### src/ulv_pkg.sv
// shared types and constants for the utf-8 label validator
package ulv_pkg;

  localparam int unsigned BYTE_W = 8;
  localparam int unsigned CP_W   = 21;

  localparam logic [BYTE_W-1:0] MAX_LEN_RESET = 8'd32;
  localparam logic [BYTE_W-1:0] COUNT_SAT     = 8'hff;
  localparam logic [BYTE_W-1:0] MIN_PRINTABLE = 8'h20;
  localparam logic [BYTE_W-1:0] ASCII_LIMIT   = 8'h80;

  localparam logic [CP_W-1:0] CP_MIN_2BYTE  = 21'h000080;
  localparam logic [CP_W-1:0] CP_MIN_3BYTE  = 21'h000800;
  localparam logic [CP_W-1:0] CP_MIN_4BYTE  = 21'h010000;
  localparam logic [CP_W-1:0] CP_MAX        = 21'h10ffff;
  localparam logic [CP_W-1:0] SURROGATE_LO  = 21'h00d800;
  localparam logic [CP_W-1:0] SURROGATE_HI  = 21'h00dfff;

  // continuation counts of a sequence
  localparam logic [1:0] SEQ_NONE = 2'd0;
  localparam logic [1:0] SEQ_TWO   = 2'd1;
  localparam logic [1:0] SEQ_THREE = 2'd2;
  localparam logic [1:0] SEQ_FOUR  = 2'd3;

  // one accepted input request
  typedef struct packed {
    logic [BYTE_W-1:0] data_byte;
    logic              byte_present;
    logic              is_last;
  } ulv_item_t;

  // running decode state of one string
  typedef struct packed {
    logic [1:0]        pending;
    logic [1:0]        seq_len;
    logic [CP_W-1:0]   acc;
    logic              failed;
    logic [BYTE_W-1:0] count;
  } ulv_state_t;

  localparam ulv_state_t STATE_CLEAR = '0;

endpackage

### src/ulv_if.sv
// request channels of the utf-8 label validator
interface ulv_byte_if;
  logic       valid;
  logic       ready;
  logic [7:0] data_byte;
  logic       byte_present;
  logic       is_last;
  modport source (output valid, data_byte, byte_present, is_last, input ready);
  modport sink   (input valid, data_byte, byte_present, is_last, output ready);
endinterface

interface ulv_result_if;
  logic valid;
  logic ready;
  logic string_ok;
  modport source (output valid, string_ok, input ready);
  modport sink   (input valid, string_ok, output ready);
endinterface

interface ulv_cfg_if;
  logic       valid;
  logic       ready;
  logic [7:0] max_label_length;
  modport source (output valid, max_label_length, input ready);
  modport sink   (input valid, max_label_length, output ready);
endinterface

### src/ulv_in_reg.sv
// input register stage for byte requests
module ulv_in_reg (
  input  logic              clk,
  input  logic              rst_n,
  ulv_byte_if.sink          in_if,
  input  logic              take_i,
  output ulv_pkg::ulv_item_t item_o,
  output logic              valid_o
);
  import ulv_pkg::*;

  logic      valid_r;
  ulv_item_t item_r;

  // room when empty or when the held request moves on this cycle
  assign in_if.ready = !valid_r || take_i;

  // occupancy
  always_ff @(posedge clk) begin
    if (!rst_n) begin
      valid_r <= 1'b0;
    end else if (in_if.ready) begin
      valid_r <= in_if.valid;
    end
  end

  // payload capture
  always_ff @(posedge clk) begin
    if (in_if.ready && in_if.valid) begin
      item_r.data_byte    <= in_if.data_byte;
      item_r.byte_present <= in_if.byte_present;
      item_r.is_last      <= in_if.is_last;
    end
  end

  assign item_o  = item_r;
  assign valid_o = valid_r;

endmodule

### src/ulv_decode.sv
// next decode state and verdict for one byte request
module ulv_decode (
  input  ulv_pkg::ulv_state_t state_i,
  input  ulv_pkg::ulv_item_t  item_i,
  input  logic [7:0]          max_len_i,
  output ulv_pkg::ulv_state_t state_o,
  output logic                ok_o
);
  import ulv_pkg::*;

  ulv_state_t        s;
  logic [BYTE_W-1:0] c;
  logic [CP_W-1:0]   cp;

  always_comb begin
    s  = state_i;
    c  = item_i.data_byte;
    cp = {state_i.acc[CP_W-7:0], c[5:0]};

    if (item_i.byte_present) begin
      // length limit and saturating count
      if (state_i.count >= max_len_i) s.failed = 1'b1;
      if (state_i.count != COUNT_SAT) s.count = state_i.count + 8'd1;

      if (!s.failed) begin
        if (state_i.pending == SEQ_NONE) begin
          // lead byte
          priority if (c < MIN_PRINTABLE) begin
            s.failed = 1'b1;
          end else if (c < ASCII_LIMIT) begin
            s.failed = 1'b0;
          end else if (c[7:5] == 3'b110) begin
            s.acc     = {16'd0, c[4:0]};
            s.seq_len = SEQ_TWO;
            s.pending = SEQ_TWO;
          end else if (c[7:4] == 4'b1110) begin
            s.acc     = {17'd0, c[3:0]};
            s.seq_len = SEQ_THREE;
            s.pending = SEQ_THREE;
          end else if (c[7:3] == 5'b11110) begin
            s.acc     = {18'd0, c[2:0]};
            s.seq_len = SEQ_FOUR;
            s.pending = SEQ_FOUR;
          end else begin
            s.failed = 1'b1;
          end
        end else if (c[7:6] != 2'b10) begin
          // continuation expected
          s.failed = 1'b1;
        end else begin
          s.acc     = cp;
          s.pending = state_i.pending - 2'd1;
          // sequence complete: overlong, range and surrogate checks
          if (state_i.pending == SEQ_TWO) begin
            if (state_i.seq_len == SEQ_TWO   && cp < CP_MIN_2BYTE) s.failed = 1'b1;
            if (state_i.seq_len == SEQ_THREE && cp < CP_MIN_3BYTE) s.failed = 1'b1;
            if (state_i.seq_len == SEQ_FOUR  && cp < CP_MIN_4BYTE) s.failed = 1'b1;
            if (cp > CP_MAX) s.failed = 1'b1;
            if (cp >= SURROGATE_LO && cp <= SURROGATE_HI) s.failed = 1'b1;
          end
        end
      end
    end

    ok_o = !s.failed && (s.pending == SEQ_NONE);

    // end of string clears everything
    state_o = item_i.is_last ? STATE_CLEAR : s;
  end

endmodule

### src/utf8_label_validator_top.sv
// top level of the streaming utf-8 label validator
//
//  channel  | dir | payload                               | handshake
//  ---------+-----+---------------------------------------+--------------
//  in_if    | in  | data_byte[7:0], byte_present, is_last | valid / ready
//  out_if   | out | string_ok                             | valid / ready
//  cfg_if   | in  | max_label_length[7:0]                 | valid / ready
//
// one byte request per cycle while no last-marked request waits on a stalled result; a
// verdict passes through the input register, then the result register
// synchronous active-low reset clears decode state, sets the limit to 32
// a stalled result holds only last-marked requests; others keep flowing
// cfg_if is always ready; the user must make writes while the block is idle, as the block does not enforce this
module utf8_label_validator_top (
  input  logic        clk,
  input  logic        rst_n,
  ulv_byte_if.sink    in_if,
  ulv_result_if.source out_if,
  ulv_cfg_if.sink     cfg_if
);
  import ulv_pkg::*;

  ulv_item_t         item;
  logic              item_valid;
  logic              proc_fire;
  ulv_state_t        state_r;
  ulv_state_t        state_nxt;
  logic              dec_ok;
  logic [BYTE_W-1:0] max_len_r;
  logic              out_valid_r;
  logic              out_ok_r;

  // held request advances unless it needs a result slot that is still full
  assign proc_fire = item_valid && (!item.is_last || !out_valid_r || out_if.ready);

  ulv_in_reg u_in (
    .clk     (clk),
    .rst_n   (rst_n),
    .in_if   (in_if),
    .take_i  (proc_fire),
    .item_o  (item),
    .valid_o (item_valid)
  );

  ulv_decode u_dec (
    .state_i   (state_r),
    .item_i    (item),
    .max_len_i (max_len_r),
    .state_o   (state_nxt),
    .ok_o      (dec_ok)
  );

  // decode state
  always_ff @(posedge clk) begin
    if (!rst_n) begin
      state_r <= STATE_CLEAR;
    end else if (proc_fire) begin
      state_r <= state_nxt;
    end
  end

  // length limit register
  assign cfg_if.ready = 1'b1;
  always_ff @(posedge clk) begin
    if (!rst_n) begin
      max_len_r <= MAX_LEN_RESET;
    end else if (cfg_if.valid) begin
      max_len_r <= cfg_if.max_label_length;
    end
  end

  // result register
  always_ff @(posedge clk) begin
    if (!rst_n) begin
      out_valid_r <= 1'b0;
    end else if (proc_fire && item.is_last) begin
      out_valid_r <= 1'b1;
    end else if (out_if.ready) begin
      out_valid_r <= 1'b0;
    end
  end

  always_ff @(posedge clk) begin
    if (proc_fire && item.is_last) begin
      out_ok_r <= dec_ok;
    end
  end

  assign out_if.valid     = out_valid_r;
  assign out_if.string_ok = out_ok_r;

endmodule

### src/flat_wrapper.sv
// flat-port wrapper written by rule: the top's interface ports become plain ports
module utf8_label_validator_top_flat import ulv_pkg::*;
  (clk, rst_n, in_if_valid, in_if_data_byte, in_if_byte_present, in_if_is_last, in_if_ready, out_if_valid, out_if_string_ok, out_if_ready, cfg_if_valid, cfg_if_max_label_length, cfg_if_ready);
  ulv_byte_if in_if_i ();
  ulv_result_if out_if_i ();
  ulv_cfg_if cfg_if_i ();
  input  logic clk;
  input  logic rst_n;
  input wire logic [$bits(in_if_i.valid)-1:0] in_if_valid;
  input wire logic [$bits(in_if_i.data_byte)-1:0] in_if_data_byte;
  input wire logic [$bits(in_if_i.byte_present)-1:0] in_if_byte_present;
  input wire logic [$bits(in_if_i.is_last)-1:0] in_if_is_last;
  output wire logic [$bits(in_if_i.ready)-1:0] in_if_ready;
  output wire logic [$bits(out_if_i.valid)-1:0] out_if_valid;
  output wire logic [$bits(out_if_i.string_ok)-1:0] out_if_string_ok;
  input wire logic [$bits(out_if_i.ready)-1:0] out_if_ready;
  input wire logic [$bits(cfg_if_i.valid)-1:0] cfg_if_valid;
  input wire logic [$bits(cfg_if_i.max_label_length)-1:0] cfg_if_max_label_length;
  output wire logic [$bits(cfg_if_i.ready)-1:0] cfg_if_ready;
  assign in_if_i.valid = in_if_valid;
  assign in_if_i.data_byte = in_if_data_byte;
  assign in_if_i.byte_present = in_if_byte_present;
  assign in_if_i.is_last = in_if_is_last;
  assign in_if_ready = in_if_i.ready;
  assign out_if_valid = out_if_i.valid;
  assign out_if_string_ok = out_if_i.string_ok;
  assign out_if_i.ready = out_if_ready;
  assign cfg_if_i.valid = cfg_if_valid;
  assign cfg_if_i.max_label_length = cfg_if_max_label_length;
  assign cfg_if_ready = cfg_if_i.ready;
  utf8_label_validator_top u_core (.clk(clk), .rst_n(rst_n), .in_if(in_if_i), .out_if(out_if_i), .cfg_if(cfg_if_i));
endmodule
### config.mk
export PLATFORM = sky130hd
export DESIGN_NAME = utf8_label_validator_top_flat
export DESIGN_NICKNAME = d
export VERILOG_FILES = /design/src/ulv_pkg.sv /design/src/ulv_if.sv /design/src/ulv_in_reg.sv /design/src/ulv_decode.sv /design/src/utf8_label_validator_top.sv /design/src/flat_wrapper.sv
export SDC_FILE = /design/constraint.sdc
export NUM_CORES = 1
export LEC_CHECK = 0
export ABC_AREA = 1
export BUFFER_PORTS_ARGS = -buffer_cell sky130_fd_sc_hd__buf_2
export CORE_MARGIN = 5
export CORE_UTILIZATION = 45
export CTS_BUF_LIST = sky130_fd_sc_hd__clkbuf_16
export DETAILED_ROUTE_END_ITERATION = 10
export GPL_ROUTABILITY_DRIVEN = 0
export SLEW_MARGIN = 30
export SYNTH_ARGS = -nofsm -noshare
export SYNTH_HDL_FRONTEND = slang
export SYNTH_SLANG_ARGS = --single-unit
### constraint.sdc
create_clock -name clk -period 2.8 [get_ports clk]
set_clock_uncertainty 0.1 [all_clocks]
set_input_delay 0.28 -clock clk [delete_from_list [all_inputs] [get_ports clk]]
set_output_delay 0.28 -clock clk [all_outputs]
set_load 0.05 [all_outputs]
Word-level counts from Yosys, hierarchy flattened --
Index checks and enable logic that the tools add are counted.
Operators by class: $add $sub $neg 2, multiplexer cells 30, order comparisons 9, equality and inequality tests 16, reduce and logical (&&, ||, !) cells 25
Operators with widths (number):
- two-way mux 25 bit | 5
- two-way mux 34 bit | 2
- two-way mux 26 bit | 1
- two-way mux 22 bit | 1
- greater-or-equal comparator 21 x 16 -> 1 bit (second input constant) | 1
- > comparator 21 bit (second input constant) | 1
- less-or-equal comparator 21 x 16 -> 1 bit (second input constant) | 1
- less-than comparator 21 x 12 -> 1 bit (second input constant) | 1
- less-than comparator 21 x 17 -> 1 bit (second input constant) | 1
- less-than comparator 21 x 8 -> 1 bit (second input constant) | 1
- two-way mux 21 bit | 1
- two-way mux 1 bit | 16
- AND reduction 7 bit | 2
- != test 3 x 2 -> 1 bit (second input constant) | 3
- adder 8 x 1 -> 8 bit (second input constant) | 1
- greater-or-equal comparator 8 bit | 1
- logical AND 1 bit | 8
- less-than comparator 8 x 6 -> 1 bit (second input constant) | 1
- less-than comparator 8 bit (second input constant) | 1
- two-way mux 8 bit | 1
- != test 8 bit (second input constant) | 1
- nonzero test 2 bit | 4
- two-way mux 2 bit | 3
- != test 2 x 1 -> 1 bit (second input constant) | 3
- other kinds (13) | 21
Storage, ports and cells: register bits 49, input bits 23, logic and storage cells 94

Depth between registers and ports, before layout --
Gate-level depths: netlist (run 1).
depth after elaboration 14, gate-level depth with buffers 15

Hierarchy --
Synthesis (run 1) repeated with hierarchy kept, for this count alone.
Unflattened totals: cells, all modules 577, area, all modules 3916.3 um^2
By module, submodules not included:
- utf8_label_validator_top | cells each 272, area an instance 1926.8 um^2, instances 1, sequential area each 890.9 um^2
- ulv_decode | cells each 288, area an instance 1637.8 um^2, instances 1, sequential area each 0.0 um^2
- ulv_in_reg | cells each 17, area an instance 351.6 um^2, instances 1, sequential area each 320.3 um^2

Worst setup path before layout (run 1) --
Ideal clock, no wire load.
path kind flip-flop to flip-flop, start register u_core.out_valid_r, in the netlist u_core.out_if.valid, end register u_core.u_in.item_r (netlist bit u_core.u_in.item_o[0]), enable pin, data arrival time 1648 ps, clock period less this slack 2033 ps, required time 2415 ps, stages on the path, launching flop included 6, path buffers 0, path slack 767 ps, path through dfxtp_1 > inv_1 > nor2_1 > nand3_1 > nand2_1 > inv_1
Between the ends: cells in the longest elaborated chain, start to end 6
Ends and longest elaborated chain:
- from (decl) | RTL line utf8_label_validator_top.sv:30 | logic out_valid_r;
- from (signal assigned) | RTL line utf8_label_validator_top.sv:75 | out_valid_r <= 1'b0;
- from (signal assigned) | RTL line utf8_label_validator_top.sv:77 | out_valid_r <= 1'b1;
- from (signal assigned) | RTL line utf8_label_validator_top.sv:79 | out_valid_r <= 1'b0;
- zero test 1 bit | RTL line utf8_label_validator_top.sv:34 | assign proc_fire = item_valid && (!item.is_last || !out_valid_r || out_if.ready);
- logical OR 1 bit (2 in a row) | RTL line utf8_label_validator_top.sv:34
- logical AND 1 bit | RTL line utf8_label_validator_top.sv:34
- logical OR 1 bit | RTL line ulv_in_reg.sv:16 | assign in_if.ready = !valid_r || take_i;
- via in_if_ready | RTL line flat_wrapper.sv:13 | output wire logic [$bits(in_if_i.ready)-1:0] in_if_ready;
- logical AND 1 bit | RTL line ulv_in_reg.sv:29 | if (in_if.ready && in_if.valid) begin
- to (decl) | RTL line ulv_in_reg.sv:13 | ulv_item_t item_r;
The timed path passes the listed nets, and every way through them passes these cells. A chain may end at the register's enable or synchronous reset.

Worst setup path after layout (run 1) --
start register u_core.max_len_r[3], end register u_core.state_r[19] in the netlist's numbering
Between the ends: cells in the longest elaborated chain, start to end 5
Ends and longest elaborated chain:
- from (decl) | RTL line utf8_label_validator_top.sv:29 | logic [BYTE_W-1:0] max_len_r;
- from (signal assigned) | RTL line utf8_label_validator_top.sv:68 | max_len_r <= cfg_if.max_label_length;
- greater-or-equal comparator 8 bit | RTL line ulv_decode.sv:22 | if (state_i.count >= max_len_i) s.failed = 1'b1;
- two-way mux 1 bit | RTL line ulv_decode.sv:22
- two-way mux 1 bit | RTL line ulv_decode.sv:20 | if (item_i.byte_present) begin
- != test 2 x 1 -> 1 bit (no source line)
- AND reduction 7 bit (no source line)
- to (signal assigned) | RTL line utf8_label_validator_top.sv:58 | state_r <= state_nxt;
- to (decl) | RTL line utf8_label_validator_top.sv:26 | ulv_state_t state_r;
Every way passes these cells. The select of a mux whose other input is x is not followed.

==> out/qor.txt, run 1 <==
CLOCK TREE
----------------------------------------------------------------------------------------
Clock tree from TritonCTS .................................................        built
H-tree levels .............................................................            2
Clock slew at reported path FFs ...........................................      0.06 ns
Clock Path Buffers ........................................................            2
Count of instances resized after the clock tree is built ..................            0
# hold bufs at CTS ........................................................            0
Number of buffers inserted during clock tree synthesis ....................            5
Clock net sink count ......................................................           49
Post-CTS repair timing setup buffer count .................................            0
Clock insertion delay at the later pin of the skew report .................      0.28 ns
Cell chosen for the clock root ............................................ sky130_fd_sc_hd__clkbuf_16

PWR
----------------------------------------------------------------------------------------
Portion of total power attributed to the clock network ....................        35.9%
Ratio of total power to cell area ......................................... 541.2 mW/mm^2
Internal Dissipation ......................................................     1.172 mW
Reported leakage power ....................................................     1.382 nW
Register share of total power .............................................        49.5%
Tot Pwr ...................................................................     1.593 mW
Part of the power in combinational logic ..................................        14.6%
Worst IR drop on VDD ......................................................    0.3657 mV
Switching share of total power ............................................       26.41%
NetSw .....................................................................     420.7 uW

TIMING
----------------------------------------------------------------------------------------
Fmax ......................................................................    490.4 MHz
Final number of max-transition violations .................................            0
Clock period minus worst slack ............................................     2.039 ns
Final hold violation count ................................................            0
Number of failing setup endpoints in the final timing report ..............            0
Total negative slack for setup checks .....................................         0 ns
Unrepaired setup endpoints after global routing ...........................           no
Portion of the clock cycle consumed by the worst path in the final layout .       72.83%

LAYOUT
----------------------------------------------------------------------------------------
Final instance area ....................................................... 0.002943 mm^2
Non-filler cells in the finished layout ...................................          458
Synthesis-to-finish area growth ...........................................       11.26%
Fraction of final layout cells sized beyond drive strength 1 ..............       16.19%
# diodes ..................................................................            0
Layout fillers ............................................................          616
Fraction of the core area covered by cells at the end of the flow .........       50.60%
Highest-count cells in the layout ignoring fill and taps .................. 77 x sky130_fd_sc_hd__nand2_1, 51 x sky130_fd_sc_hd__inv_1, 45 x sky130_fd_sc_hd__nor2_1, 38 x sky130_fd_sc_hd__dfxtp_1, 36 x sky130_fd_sc_hd__a21oi_1
Final Net Count ...........................................................          416
Most frequent standard cell in the layout excluding fill and tap cells .... sky130_fd_sc_hd__nand2_1

ROUTING
----------------------------------------------------------------------------------------
Vias per cell .............................................................        4.801
Pre-antenna DRT Iters .....................................................            4
Count of antenna-violating nets left after detailed routing ...............            0
Routed WL per cell ........................................................     11.03 um
Number of DRC markers in iteration 0 ......................................          100
DRC violation count after routing .........................................            0
Post-Route WL .............................................................      5050 um
Total vias in the final route .............................................        2,199

PLACEMENT
----------------------------------------------------------------------------------------
Number of placed instances, taps included .................................          450
Instance area at placement ................................................ 0.002804 mm^2
Count of port buffers added during placement ..............................           25
Placed wire-length estimate ...............................................      3823 um

FLOORPLANNING
----------------------------------------------------------------------------------------
Vertical extent of the die ................................................     86.67 um
Number of ports placed on the die boundary ................................           27
Starting density of the core ..............................................       45.48%
Area of the placeable core ................................................ 0.005816 mm^2
Die Area .................................................................. 0.007511 mm^2
Total number of placement rows ............................................           28
Die X-Extent ..............................................................     86.67 um

SYNTHESIS
----------------------------------------------------------------------------------------
Primary flip-flop cell chosen by synthesis mapping ........................ sky130_fd_sc_hd__dfxtp_1
Largest cells by area after synthesis ..................................... sky130_fd_sc_hd__dfxtp_1 29%, sky130_fd_sc_hd__edfxtp_1 12%, sky130_fd_sc_hd__nand2_1 11%
Mapped Nets ...............................................................          392
Mapped Cells ..............................................................          358
Number of flip-flops and latches in the synthesized netlist ...............           49
Count of warnings emitted by yosys ........................................            0
Share of async-settable or async-resettable flops after synthesis .........           0%
Synthesized area divided by synthesized cell count ........................   7.388 um^2
Unique masters post-synth .................................................           33
Mapped cell area .......................................................... 0.002645 mm^2
Seq/Total Area, Yosys .....................................................       41.25%
Fraction of post-synthesis cell area in the top cell type by area .........       28.76%
Number of enable flip-flop cells after synthesis ..........................           11
Post-synthesis cell type with the largest combined area ................... sky130_fd_sc_hd__dfxtp_1

WORST HOLD PATH
----------------------------------------------------------------------------------------
Endpoint, Worst Hold ...................................................... u_core.u_in.item_o[0]
Number of cells on the worst hold path ....................................            1
Worst hold path startpoint ................................................ in_if_is_last
Min-delay worst type ......................................................    in -> reg

SETUP PATH
----------------------------------------------------------------------------------------
Critical Path End Type ....................................................         flop
Critical R2R Capture ...................................................... u_core.state_r[19]
Type of the setup path with the least slack ...............................   reg -> reg
Arrival @ worst endpoint ..................................................      2.12 ns
Largest fanout on the critical path .......................................           26
Setup crit start kind .....................................................         flop
R2r startpoint ............................................................ u_core.max_len_r[3]
Reg-to-reg setup timing slack .............................................      0.76 ns
R2R cell count ............................................................           12
Required time of the critical path ........................................      2.88 ns

GRT
----------------------------------------------------------------------------------------
Vias in the first global route ............................................        2,103
Wire length of the first global-routing pass ..............................      8914 um
Overall Global Routing Usage ..............................................       14.74%
Antenna violations before repair ..........................................            0
Maximum number of pins on one net before global-route repair ..............           28
Remaining global-route overflow ...........................................            0

STATUS
----------------------------------------------------------------------------------------
Outcome ................................................................... finished clean

JOB
----------------------------------------------------------------------------------------
Max-Cap Viols .............................................................            0

[cells by family after synthesis]
kind of cell | count (synthesis) | share of synthesized area, %
AOI/OAI and AO/OA | 66 | 14.33
xor gates and xnor gates | 1 | 0.3312
adders and majority gates | 11 | 5.203
buffers and inverters | 62 | 9.933
DFF | 49 | 41.25
other | 1 | 0.1418
and+or+nand+nor | 168 | 28.81
[worst max-delay path, stage by stage, from the launching register on]
cell                      delay (ns)
sky130_fd_sc_hd__dfxtp_1        0.31
sky130_fd_sc_hd__inv_1          0.05
sky130_fd_sc_hd__ha_1           0.31
sky130_fd_sc_hd__a21oi_1        0.17
sky130_fd_sc_hd__o21ai_1        0.09
sky130_fd_sc_hd__nand2_1        0.10
sky130_fd_sc_hd__nand3_2        0.09
sky130_fd_sc_hd__nor2_4         0.19
sky130_fd_sc_hd__nand2_4        0.09
sky130_fd_sc_hd__nand2_8        0.09
sky130_fd_sc_hd__nand2_8        0.13
sky130_fd_sc_hd__a21oi_1        0.16
sky130_fd_sc_hd__nor2_1         0.05
[state kept, by name (all words and copies together) (netlist names)]
signal                   count
u_core.u_in.valid_o          1
u_core.out_if.valid          1
u_core.max_len_r             8
u_core.out_if.string_ok      1
u_core.state_r              28
u_core.u_in.item_o          10
[worst max path at each step]
stage                              startpoint               endpoint  slack, ns  cells after the start
after CTS                 u_core.max_len_r[3]     u_core.state_r[14]       0.77                     13
after global placement    u_core.max_len_r[3]     u_core.state_r[11]       0.82                     12
after global routing      u_core.max_len_r[7]     u_core.state_r[11]       0.57                     13
after floorplan           u_core.out_if.valid  u_core.u_in.item_o[0]       0.77                      5
after detailed placement  u_core.max_len_r[3]     u_core.state_r[20]       0.78                     13
final                     u_core.max_len_r[3]     u_core.state_r[19]       0.76                     12
[per-stage QoR]
stage	setup WS (ns)	hold WS, ns
floorplan	0.7674	0.2789
global route	0.5665	0.05272
CTS	0.7705	0.05720
detailed placement	0.7794	0.3581
global placement	0.8165	0.3533
finish	0.7608	0.06635
[layout make-up]
class                      instances  area, um^2  area share, %
multi-input combinational        247        1291          43.88
sequential                        49        1091          37.07
clock buffer                       5       125.1          4.252
timing repair buffer              25       125.1          4.252
clock inverter                     3       13.76         0.4677
inverter                          54       202.7          6.888
tap                               75       93.84          3.189
[power groups by stage]
| stage | Combinational [mW] | Sequential, mW | Clock (mW) |
|---|---|---|---|
| finish | 0.233 | 0.788 | 0.571 |
| global route | 0.271 | 0.793 | 0.625 |
| CTS | 0.236 | 0.788 | 0.597 |
| detailed placement | 0.235 | 0.804 | 0 |
| global placement | 0.232 | 0.804 | 0 |
| floorplan | 0.187 | 0.802 | 0 |
[Yosys cell counts (2+ instances only)]
master and number:
sky130_fd_sc_hd__a21oi_1 36, sky130_fd_sc_hd__a21oi_2 3, sky130_fd_sc_hd__a31oi_1 5, sky130_fd_sc_hd__buf_4 3, sky130_fd_sc_hd__clkbuf_1 3, sky130_fd_sc_hd__dfxtp_1 38
sky130_fd_sc_hd__edfxtp_1 11, sky130_fd_sc_hd__ha_1 11, sky130_fd_sc_hd__inv_1 50, sky130_fd_sc_hd__inv_2 4, sky130_fd_sc_hd__nand2_1 77, sky130_fd_sc_hd__nand2_2 8
sky130_fd_sc_hd__nand2_4 2, sky130_fd_sc_hd__nand2_8 2, sky130_fd_sc_hd__nand3_1 23, sky130_fd_sc_hd__nand4_1 3, sky130_fd_sc_hd__nor2_1 45, sky130_fd_sc_hd__nor2_2 4
sky130_fd_sc_hd__o21ai_0 14, sky130_fd_sc_hd__o21ai_1 2, sky130_fd_sc_hd__o21ai_2 2
[routing by layer]
metal  share of wire (%)  global-route usage (%)
met1                  50                   18.82
met2                  44                   24.13
met4                 1.1                   4.816
met3                 5.0                   3.992
met5                   0                       0
Power figures use the tool's default switching activity.
==> run 2: changes to the inputs <==
Settings changed: ABC_AREA 1 to 0.
Clock period 2.8 ns to 1.9 ns, I/O delays scaled along.
==> run 2 against run 1 <==
Against the previous run:
- the flow now finishes with violations (negative setup slack)
- combinational power increased by 24%
- flip-flop and latch count unchanged
- clock-buffer cell count unchanged
- first-iteration DRC count increased by 5.0%
- design area increased by 18%
- wire length increased by 20%
- die area decreased by 6.2%
- area after synthesis decreased by 7.0%
- register-to-register slack got worse by 1.0 ns
- sequential power increased by 42%
- critical path type unchanged
- critical endpoint is now u_core.state_r[17]
==> out/qor.txt, run 2 <==
FLOORPLANNING
----------------------------------------------------------------------------------------
Die X-Extent ..............................................................     83.92 um   -3.2%
Total number of placement rows ............................................           27   -3.6%
Vertical extent of the die ................................................     83.92 um   -3.2%
Number of ports placed on the die boundary ................................           27   unchanged
Area of the placeable core ................................................ 0.005405 mm^2   -7.1%
Die Area .................................................................. 0.007042 mm^2   -6.2%
Starting density of the core ..............................................       45.49%   about the same

PWR
----------------------------------------------------------------------------------------
Part of the power in combinational logic ..................................        12.0%   -2.6 points
Internal Dissipation ......................................................     1.846 mW   +58%
Switching share of total power ............................................       23.10%   -3.3 points
NetSw .....................................................................     554.5 uW   +32%
Reported leakage power ....................................................     1.403 nW   +1.5%
Worst IR drop on VDD ......................................................    0.4863 mV   +33%
Portion of total power attributed to the clock network ....................        41.4%   +5.5 points
Register share of total power .............................................        46.5%   -3.0 points
Ratio of total power to cell area ......................................... 690.4 mW/mm^2   +28%

STATUS
----------------------------------------------------------------------------------------
Outcome ................................................................... finished, violations left
Violated checks ........................................................... negative setup slack

CLOCK TREE
----------------------------------------------------------------------------------------
Clock slew at reported path FFs ...........................................      0.06 ns   about the same
Cell chosen for the clock root ............................................ sky130_fd_sc_hd__clkbuf_16
Clock insertion delay at the later pin of the skew report .................      0.29 ns   about the same
Clock Path Buffers ........................................................            2   unchanged
Clock net sink count ......................................................           49   unchanged
H-tree levels .............................................................            2   unchanged
Clock tree from TritonCTS .................................................        built
Number of buffers inserted during clock tree synthesis ....................            5   unchanged

GRT
----------------------------------------------------------------------------------------
Remaining global-route overflow ...........................................            0   unchanged
Grt met3 use ..............................................................       3.653%   -0.34 points
Wire length of the first global-routing pass ..............................      9763 um   +9.5%
Maximum number of pins on one net before global-route repair ..............           21   -25%
Met2 demand-to-capacity share in global routing ...........................       25.74%   +1.6 points
Vias in the first global route ............................................        1,992   -5.3%
Most Used Layer, Global Route .............................................         met2
Overall Global Routing Usage ..............................................       17.21%   +2.5 points
Global-route met1 utilization .............................................       24.92%   +6.1 points
Antenna violations before repair ..........................................            0   unchanged

LAYOUT
----------------------------------------------------------------------------------------
Largest register FFs ......................................................           28   unchanged
Register with the highest flop count ...................................... u_core.state_r
Highest-count cells in the layout ignoring fill and taps .................. 37 x sky130_fd_sc_hd__buf_4, 35 x sky130_fd_sc_hd__nor2_1, 31 x sky130_fd_sc_hd__nand2_1, 26 x sky130_fd_sc_hd__buf_2, 26 x sky130_fd_sc_hd__dfxtp_1
Final Net Count ...........................................................          377   -9.4%
# diodes ..................................................................            0   unchanged
Synthesis-to-finish area growth ...........................................       41.42%
Most frequent standard cell in the layout excluding fill and tap cells .... sky130_fd_sc_hd__buf_4
Fraction of final layout cells sized beyond drive strength 1 ..............       36.92%   +21 points
Fraction of the core area covered by cells at the end of the flow .........       64.33%   +14 points
Non-filler cells in the finished layout ...................................          416   -9.2%
Layout fillers ............................................................          443   -28%

SYNTHESIS
----------------------------------------------------------------------------------------
Share of async-settable or async-resettable flops after synthesis .........           0%   unchanged
Primary flip-flop cell chosen by synthesis mapping ........................ sky130_fd_sc_hd__dfxtp_1
Count of warnings emitted by yosys ........................................            0   unchanged
Fraction of post-synthesis cell area in the top cell type by area .........       30.94%   +2.2 points
Number of flip-flops and latches in the synthesized netlist ...............           49   unchanged
Mapped cell area .......................................................... 0.002459 mm^2   -7.0%
Unique masters post-synth .................................................           54   +64%
Mapped Nets ...............................................................          302   -23%
Seq/Total Area, Yosys .....................................................       44.38%   +3.1 points
Synthesized area divided by synthesized cell count ........................   9.174 um^2   +24%
Number of enable flip-flop cells after synthesis ..........................           11   unchanged
Mapped Cells ..............................................................          268   -25%
Cell with the most instances after synthesis .............................. sky130_fd_sc_hd__dfxtp_1
Largest cells by area after synthesis ..................................... sky130_fd_sc_hd__dfxtp_1 31%, sky130_fd_sc_hd__edfxtp_1 13%, sky130_fd_sc_hd__nor2_1 5.6%
Post-synthesis cell type with the largest combined area ................... sky130_fd_sc_hd__dfxtp_1
Commonest cells in the netlist ............................................ 38 x sky130_fd_sc_hd__dfxtp_1, 37 x sky130_fd_sc_hd__nor2_1, 31 x sky130_fd_sc_hd__nand2_1, 15 x sky130_fd_sc_hd__inv_1

PLACEMENT
----------------------------------------------------------------------------------------
Setup slack after placement ...............................................   -0.2638 ns   -1.043 ns
Count of port buffers added during placement ..............................           25   unchanged
Placed wire-length estimate ...............................................      4025 um   +5.3%
Number of placed instances, taps included .................................          391   -13%

ROUTING
----------------------------------------------------------------------------------------
Vias per cell .............................................................        5.243   +9.2%
Total vias in the final route .............................................        2,181   -0.82%
DRC violation count after routing .........................................            0   unchanged
Count of antenna-violating nets left after detailed routing ...............            0   unchanged
Routed WL per cell ........................................................     14.52 um   +32%
Pre-antenna DRT Iters .....................................................            4   unchanged
Number of DRC markers in iteration 0 ......................................          105   +5.0%
Post-Route WL .............................................................      6039 um   +20%

TIMING
----------------------------------------------------------------------------------------
Portion of the clock cycle consumed by the worst path in the final layout .       114.8%   +42 points
Final hold violation count ................................................            0   unchanged
Min setup slack post-route ................................................   -0.2815 ns   -1.042 ns
Final number of max-transition violations .................................            0   unchanged
Number of failing setup endpoints in the final timing report ..............           21   +21
Total negative slack for setup checks .....................................    -5.063 ns   -5.063 ns
Unrepaired setup endpoints after global routing ...........................          yes
Worst slew margin relative to its limit ...................................       48.04%
Worst-margin pin slew .....................................................    0.7713 ns
Fmax ......................................................................    458.4 MHz   -6.5%
Clock period minus worst slack ............................................     2.182 ns   +0.1423 ns

SETUP PATH
----------------------------------------------------------------------------------------
Critical Path End Type ....................................................         flop
Reg-to-reg setup timing slack .............................................     -0.28 ns   -1.04 ns
Largest stage delay on the critical path ..................................      0.36 ns   +0.05 ns
CP Cell Sequence .......................................................... ha_4 > a211oi_4 > o21ai_2 > a2111oi_4 > buf_6 > a31o_4 > buf_12 > nor2_1 > a31o_1
Arrival @ worst endpoint ..................................................      2.26 ns   +0.14 ns
Largest fanout on the critical path .......................................           10   -62%
Required time of the critical path ........................................      1.98 ns   -0.90 ns
Largest delay share family, worst path .................................... compound AO/OA/AOI/OAI gates
WP buf/inv ................................................................            2   +1
Critical path's slowest cell .............................................. sky130_fd_sc_hd__dfxtp_4
Type of the setup path with the least slack ...............................   reg -> reg
Setup crit start kind .....................................................         flop

WORST HOLD PATH
----------------------------------------------------------------------------------------
Min-delay worst type ......................................................    in -> reg

JOB
----------------------------------------------------------------------------------------
Max-Cap Viols .............................................................            0   unchanged

-- run 2: area by class of cell --
type | count | area (um^2) | share of cell area (%)
clock buffer | 5 | 125.1 | 3.598
multi-input combinational | 193 | 1455 | 41.85
timing repair buffer | 79 | 600.6 | 17.27
clock inverter | 3 | 41.29 | 1.187
sequential | 49 | 1109 | 31.88
tap | 72 | 90.09 | 2.591
inverter | 15 | 56.30 | 1.619
-- run 2: per-layer routing --
layer | wire, um | up-vias
met5 | 0 | -
met4 | 49 | 0
met3 | 240 | 4
met2 | 2749 | 48
met1 | 2998 | 1016
li1 | - | 1113
-- run 2: logic make-up after synthesis --
| kind of cell | count (synthesis) | share of synthesized area, % |
|---|---|---|
| AND/OR/NAND/NOR | 110 | 21.42 |
| AO/OA/AOI/OAI | 56 | 18.12 |
| flip-flops | 49 | 44.38 |
| buffers and inverters | 27 | 4.936 |
| adder cells (fa/ha/maj) | 11 | 5.598 |
| multiplexers | 8 | 3.257 |
| XOR/XNOR | 6 | 2.137 |
| other | 1 | 0.1525 |
-- run 2: through the flow --
step	instance area (um^2)	hold slack [ns]	power (mW)
after floorplan	2519	0.1889	1.275
after global placement	2957	0.2672	1.354
after detailed placement	2957	0.2681	1.356
after CTS	3349	0.01852	2.380
after global routing	3477	0.04704	2.496
final	3477	0.02151	2.401
-- run 2: worst paths after layout --
kind                                                  from                   to  cells after the start
worst min-delay path            cfg_if_max_label_length[5]  u_core.max_len_r[5]                      3
worst min register to register           u_core.state_r[9]    u_core.state_r[9]                      2
worst max register to register           u_core.state_r[2]   u_core.state_r[17]                      9
worst max-delay path                     u_core.state_r[2]   u_core.state_r[17]                      9
-- run 2: worst min-delay path, delay by kind of cell --
kind                   cells  cell delay (ns)
buffers and inverters      1             0.07
AOI/OAI and AO/OA          1             0.06
and+or+nand+nor            1             0.04
-- run 2: repair_timing --
| action | 4_1_cts | 5_1_grt |
|---|---|---|
| hold buffers | 10 | 0 |
| cloned | 4 | 0 |
| endpoints found under the setup margin | 21 | 25 |
| hold endpoints to repair | 10 | 0 |
| gates resized for setup | 18 | 28 |
| buffers inserted | 3 | 0 |
| pin swaps | 3 | 7 |
-- run 2: power groups by stage --
stage	registers [mW]	clock network, mW	logic (mW)
final	1.12	0.995	0.289
after global placement	1.14	0	0.217
after detailed placement	1.14	0	0.218
after CTS	1.12	1.00	0.262
after floorplan	1.14	0	0.138
after global routing	1.12	1.06	0.313
